==> src/sv/ncs_pkg.sv <==
// ----------------------------------------------------------------------------
// ncs_pkg: shared definitions for the nearest center search
// Field widths, register defaults, action codes and score limits.
// ----------------------------------------------------------------------------
`default_nettype none

package ncs_pkg;

	localparam int CFG_BITS        = 9;
	localparam int SLOT_BITS       = 8;
	localparam int INDEX_BITS      = 8;
	localparam int SCORE_BITS      = 31;
	localparam int DEF_MAX_CENTERS = 256;
	localparam int DEF_COORD_BITS  = 16;

	localparam logic [CFG_BITS-1:0] ACTIVE_RESET = 9'd1;

	localparam logic ACT_LOAD  = 1'b0;
	localparam logic ACT_QUERY = 1'b1;

	localparam logic signed [31:0] SCORE_MAX = 32'sd1073741823;
	localparam logic signed [31:0] SCORE_MIN = -32'sd1073741824;

endpackage

`default_nettype wire

==> src/sv/ncs_dot.sv <==
// ----------------------------------------------------------------------------
// ncs_dot: pipelined three-term dot product
// Stage one forms the three products, stage two sums them at full precision.
// ----------------------------------------------------------------------------
`default_nettype none

module ncs_dot #(
	parameter int COORD_BITS = ncs_pkg::DEF_COORD_BITS,
	parameter int IDX_W      = 8
) (
	input  wire logic                           clk,
	input  wire logic                           arst_n,
	input  wire logic                           in_valid,
	input  wire logic [IDX_W-1:0]               in_idx,
	input  wire logic signed [COORD_BITS-1:0]   px,
	input  wire logic signed [COORD_BITS-1:0]   py,
	input  wire logic signed [COORD_BITS-1:0]   pz,
	input  wire logic signed [COORD_BITS-1:0]   cx,
	input  wire logic signed [COORD_BITS-1:0]   cy,
	input  wire logic signed [COORD_BITS-1:0]   cz,
	output logic                                sum_valid,
	output logic [IDX_W-1:0]                    sum_idx,
	output logic signed [2*COORD_BITS+1:0]      sum,
	output logic                                busy
);

	localparam int PROD_W = 2 * COORD_BITS;
	localparam int SUM_W  = 2 * COORD_BITS + 2;

	logic                     valid_s1;
	logic                     valid_s2;
	logic [IDX_W-1:0]         idx_s1;
	logic [IDX_W-1:0]         idx_s2;
	logic signed [PROD_W-1:0] px_s1;
	logic signed [PROD_W-1:0] py_s1;
	logic signed [PROD_W-1:0] pz_s1;
	logic signed [SUM_W-1:0]  sum_s2;

	always_ff @(posedge clk or negedge arst_n) begin
		if (!arst_n) begin
			valid_s1 <= 1'b0;
			valid_s2 <= 1'b0;
		end else begin
			valid_s1 <= in_valid;
			valid_s2 <= valid_s1;
		end
	end

	always_ff @(posedge clk) begin
		idx_s1 <= in_idx;
		px_s1  <= px * cx;
		py_s1  <= py * cy;
		pz_s1  <= pz * cz;
		idx_s2 <= idx_s1;
		sum_s2 <= SUM_W'(px_s1) + SUM_W'(py_s1) + SUM_W'(pz_s1);
	end

	assign sum_valid = valid_s2;
	assign sum_idx   = idx_s2;
	assign sum       = sum_s2;
	assign busy      = valid_s1 | valid_s2;

endmodule

`default_nettype wire

==> config.mk <==
export PLATFORM = sky130hd
export DESIGN_NAME = ncs_dot
export DESIGN_NICKNAME = d
export VERILOG_FILES = /design/src/sv/ncs_pkg.sv /design/src/sv/ncs_dot.sv
export SDC_FILE = /design/constraint.sdc
export NUM_CORES = 2
export LEC_CHECK = 0
export ABC_CLOCK_PERIOD_IN_PS = 6400
export BUFFER_PORTS_ARGS = -buffer_cell sky130_fd_sc_hd__buf_2
export CAP_MARGIN = 0
export CORE_MARGIN = 5
export CORE_UTILIZATION = 35
export CTS_CLUSTER_DIAMETER = 30
export CTS_CLUSTER_SIZE = 10
export DETAILED_ROUTE_END_ITERATION = 10
export SLEW_MARGIN = 20
export SYNTH_ARGS = -nofsm -noshare
export SYNTH_HDL_FRONTEND = slang
export SYNTH_SLANG_ARGS = --single-unit
==> constraint.sdc <==
create_clock -name clk -period 6.4 [get_ports clk]
set_clock_uncertainty 0.2 [all_clocks]
set_input_delay 0.32 -clock clk [delete_from_list [all_inputs] [get_ports clk]]
set_output_delay 0.32 -clock clk [all_outputs]
set_load 0.05 [all_outputs]
==> flow_summary.toml <==
[run_status]
status = "finished clean"

[floorplan]
num_rows = 115
initial_utilization_pct = 35.2
die_h_um = 324
die_w_um = 324
coreArea_sq_um = 98300
ioPinCount = 151
die-area_sq_um = 105000

[sta]
final-hold-violation-count = 0
fmax_mhz = 164
period_share_pct = 95.2
setup_slack_ps = 310
rsz0062_at_grt = "no"
post-route-min-period_ps = 6090
max_slew.worst_pin.slew_ps = 855
drv_slew = 0
max-slew-margin-rel_pct = 42.8
setup_viol = 0

[hold_path]
hold_path_depth = 0
hold_end = "sum_idx[0]$_DFF_P_"
hold_start = "idx_s1[0]$_DFF_P_"
min_path_type = "flop to flop"

[yosys]
synth.top_cells.by_area = "fa_1 (47%), ha_1 (10%), inv_1 (9.6%), dfxtp_1 (8.4%), and2_1 (6.5%)"
yosys.area.top_type_share_pct = 47.4
avgSynthCellArea_sq_um = 9.47
yosys_register_bits = 148
synth-edff-count = 0
syn_nets = 4858
yosysSeqAreaShare_pct = 8.59
synthArstFlopShare_pct = 1.35
synthFlopType = "dfxtp_1"
yosys_warnings = 0
syn_area_sq_um = 34600
ys_types = 67
syn_inst = 3654
yosys.area.top_type = "fa_1"

[global_route]
grtUsageTotal_pct = 16.5
grt_pass1_wl_mm = 141
grt_pass1_vias = 26700
grt.overflow.total = 0
antenna_found_initial = 3
grt_max_degree = 17

[final_layout]
fin_nets = 5026
area_growth_pct = 9.68
drive_above_1_share_pct = 7.48

[cts]
htreeDepth = 4
cts-buffers-inserted = 17
clkLatencyLatePin_ps = 440
clock_sinks = 148
cts_tree = "built"
cts_root_buffer = "clkbuf_16"
clk_pin_slew_ps = 60
ctsResizeCount = 0
ctsLongestPathBuffers = 2

[worst_setup_path]
critPathMaxStageDelay_ps = 540
cp-start-kind = "input port"
critical-path-top-delay-family = "adder cells"
worstPathMaxFanout = 12
end_kind = "flop"
crit_type = "input port to flop"
slowest_stage = "fa_1"
cp.required_ps = 6510
r2r-start = "pz_s1[0]$_DFF_P_"
path_common_cell = "fa_1"
crit_chain = "buf_2 > nand2_1 > fa_1 > inv_1 > fa_1 > inv_1 > fa_1 > inv_1 > fa_1 > fa_1 > inv_1 > fa_1 > inv_1 > ha_1 > nand4_1 > a211o_1 > a21o_1 > a211oi_1 > o211ai_1 > a31oi_1 > mux2i_1 > o2111ai_1"
cp_num_buf_inv = 6
r2r_cells = 14
worst-r2r-setup-slack_ps = 2030
r2r_end = "sum[33]$_DFF_P_"
cp_data_arrival_time_ps = 6200

[placement]
hpwl_mm = 73.0
dp_slack_ps = -154
place.gp.congestion = 0.842
port_buffers = 150

[drt]
antenna_left = 0
top_layer_used = "met4"
wl_per_cell_um = 16.4
drt_first_pass_iters = 5
wl_met2_mm = 41.5
met3_length_mm = 3.70
drc = 0
viasPerCell = 4.71
totalWireLength_mm = 84.3
first_iter_violations = 1210
num_vias = 24100
wl_met1_mm = 37.0

[run]
drv_cap = 0
## state kept, by name (all words and copies together) (netlist names)
register	flops
sum	34
sum_idx	8
valid_s1	1
px_s1	32
sum_valid	1
py_s1	32
idx_s1	8
pz_s1	32
## synthesized netlist by cell type (3+ instances only)
cell type	count
a221oi_1	4
o21a_1	15
o41ai_1	3
a41oi_1	4
or2_2	5
and3_1	8
a31o_2	4
or4_1	3
a2111oi_0	4
dfxtp_1	146
o21bai_1	17
a211o_1	3
inv_1	883
clkbuf_1	99
a21oi_1	89
xnor2_1	102
nand4_1	4
o2111ai_1	3
nor4_1	5
nand2_1	412
and2_1	360
o21ai_0	58
o211ai_1	10
a31oi_1	9
nand2b_1	31
a211oi_1	22
a21o_1	38
nand3_1	30
nor3_1	21
nor2_1	84
fa_1	819
or3_1	4
nor3b_1	3
nor2b_1	10
ha_1	278
a21boi_0	3
xor2_1	22
## worst max-delay path by stage
stage / slack, ps / cells past startpoint / end / startpoint
3_3_place_gp: -20 / 22 / pz_s1[29]$_DFF_P_ / pz[5]
2_1_floorplan: 250 / 21 / py_s1[30]$_DFF_P_ / cy[1]
3_5_place_dp: -150 / 20 / pz_s1[29]$_DFF_P_ / cz[1]
5_1_grt: 20 / 20 / pz_s1[29]$_DFF_P_ / cz[3]
6_report: 310 / 22 / pz_s1[29]$_DFF_P_ / pz[5]
4_1_cts: 330 / 20 / pz_s1[29]$_DFF_P_ / cz[1]
## per-stage QoR
stage | hold WS [ps] | TNS [ps] | std cells | instance area (sq um) | util, %
6_report | 126 | 0 | 5124 | 38000 | 38.6
5_1_grt | 121 | 0 | 5122 | 38000 | 38.6
4_1_cts | 94.8 | 0 | 5122 | 38000 | 38.6
3_5_place_dp | -90.9 | -237 | 5079 | 37200 | 37.9
3_3_place_gp | -94.9 | -44.4 | 5079 | 37200 | 37.9
2_1_floorplan | -176 | 0 | 3654 | 34600 | -
## logic make-up (layout without fill, tap and decap cells)
logic type	Yosys count	after routing	share of synthesized area, %
mux	2	2	0.0578
xor+xnor	124	124	3.14
other cells	0	2	0
buf+inv	985	1166	10.7
flops	148	148	8.59
simple gates	987	987	14.1
compound gates	311	311	5.94
fa+ha+maj	1097	1097	57.4
## layer usage
layer  global-route usage [%]  up-vias
met5                        0        -
met4                     4.23        0
met3                     1.99      114
met2                     28.6      563
met1                     22.1    12300
li1                         -    11200
## cells in the final DEF (no fill, tap or decap), types with 84 or more instances in the layout
cell type | netlist | final
buf_4 | 0 | 89
dfxtp_1 | 146 | 146
inv_1 | 883 | 883
ha_1 | 278 | 278
fa_1 | 819 | 819
xnor2_1 | 102 | 102
nor2_1 | 84 | 84
and2_1 | 360 | 360
buf_2 | 1 | 150
a21oi_1 | 89 | 89
nand2_1 | 412 | 412
## area by class of cell
class	instances	area (sq um)
fill	9812	60300
multi-input combinational	2521	27900
inverter	884	3320
sequential	148	2970
tap	1287	1610
timing repair buffer	250	1530
clock buffer	23	498
clock inverter	9	93.8
antenna	2	5.00
## what timing repair did
item                                   CTS  global route
buffers inserted                         0             0
endpoints found under the hold margin   11             0
hold buffers                            11             0
Power is not shown: default switching activity piles up to over one toggle a cycle in this logic, so the estimate is an artifact.
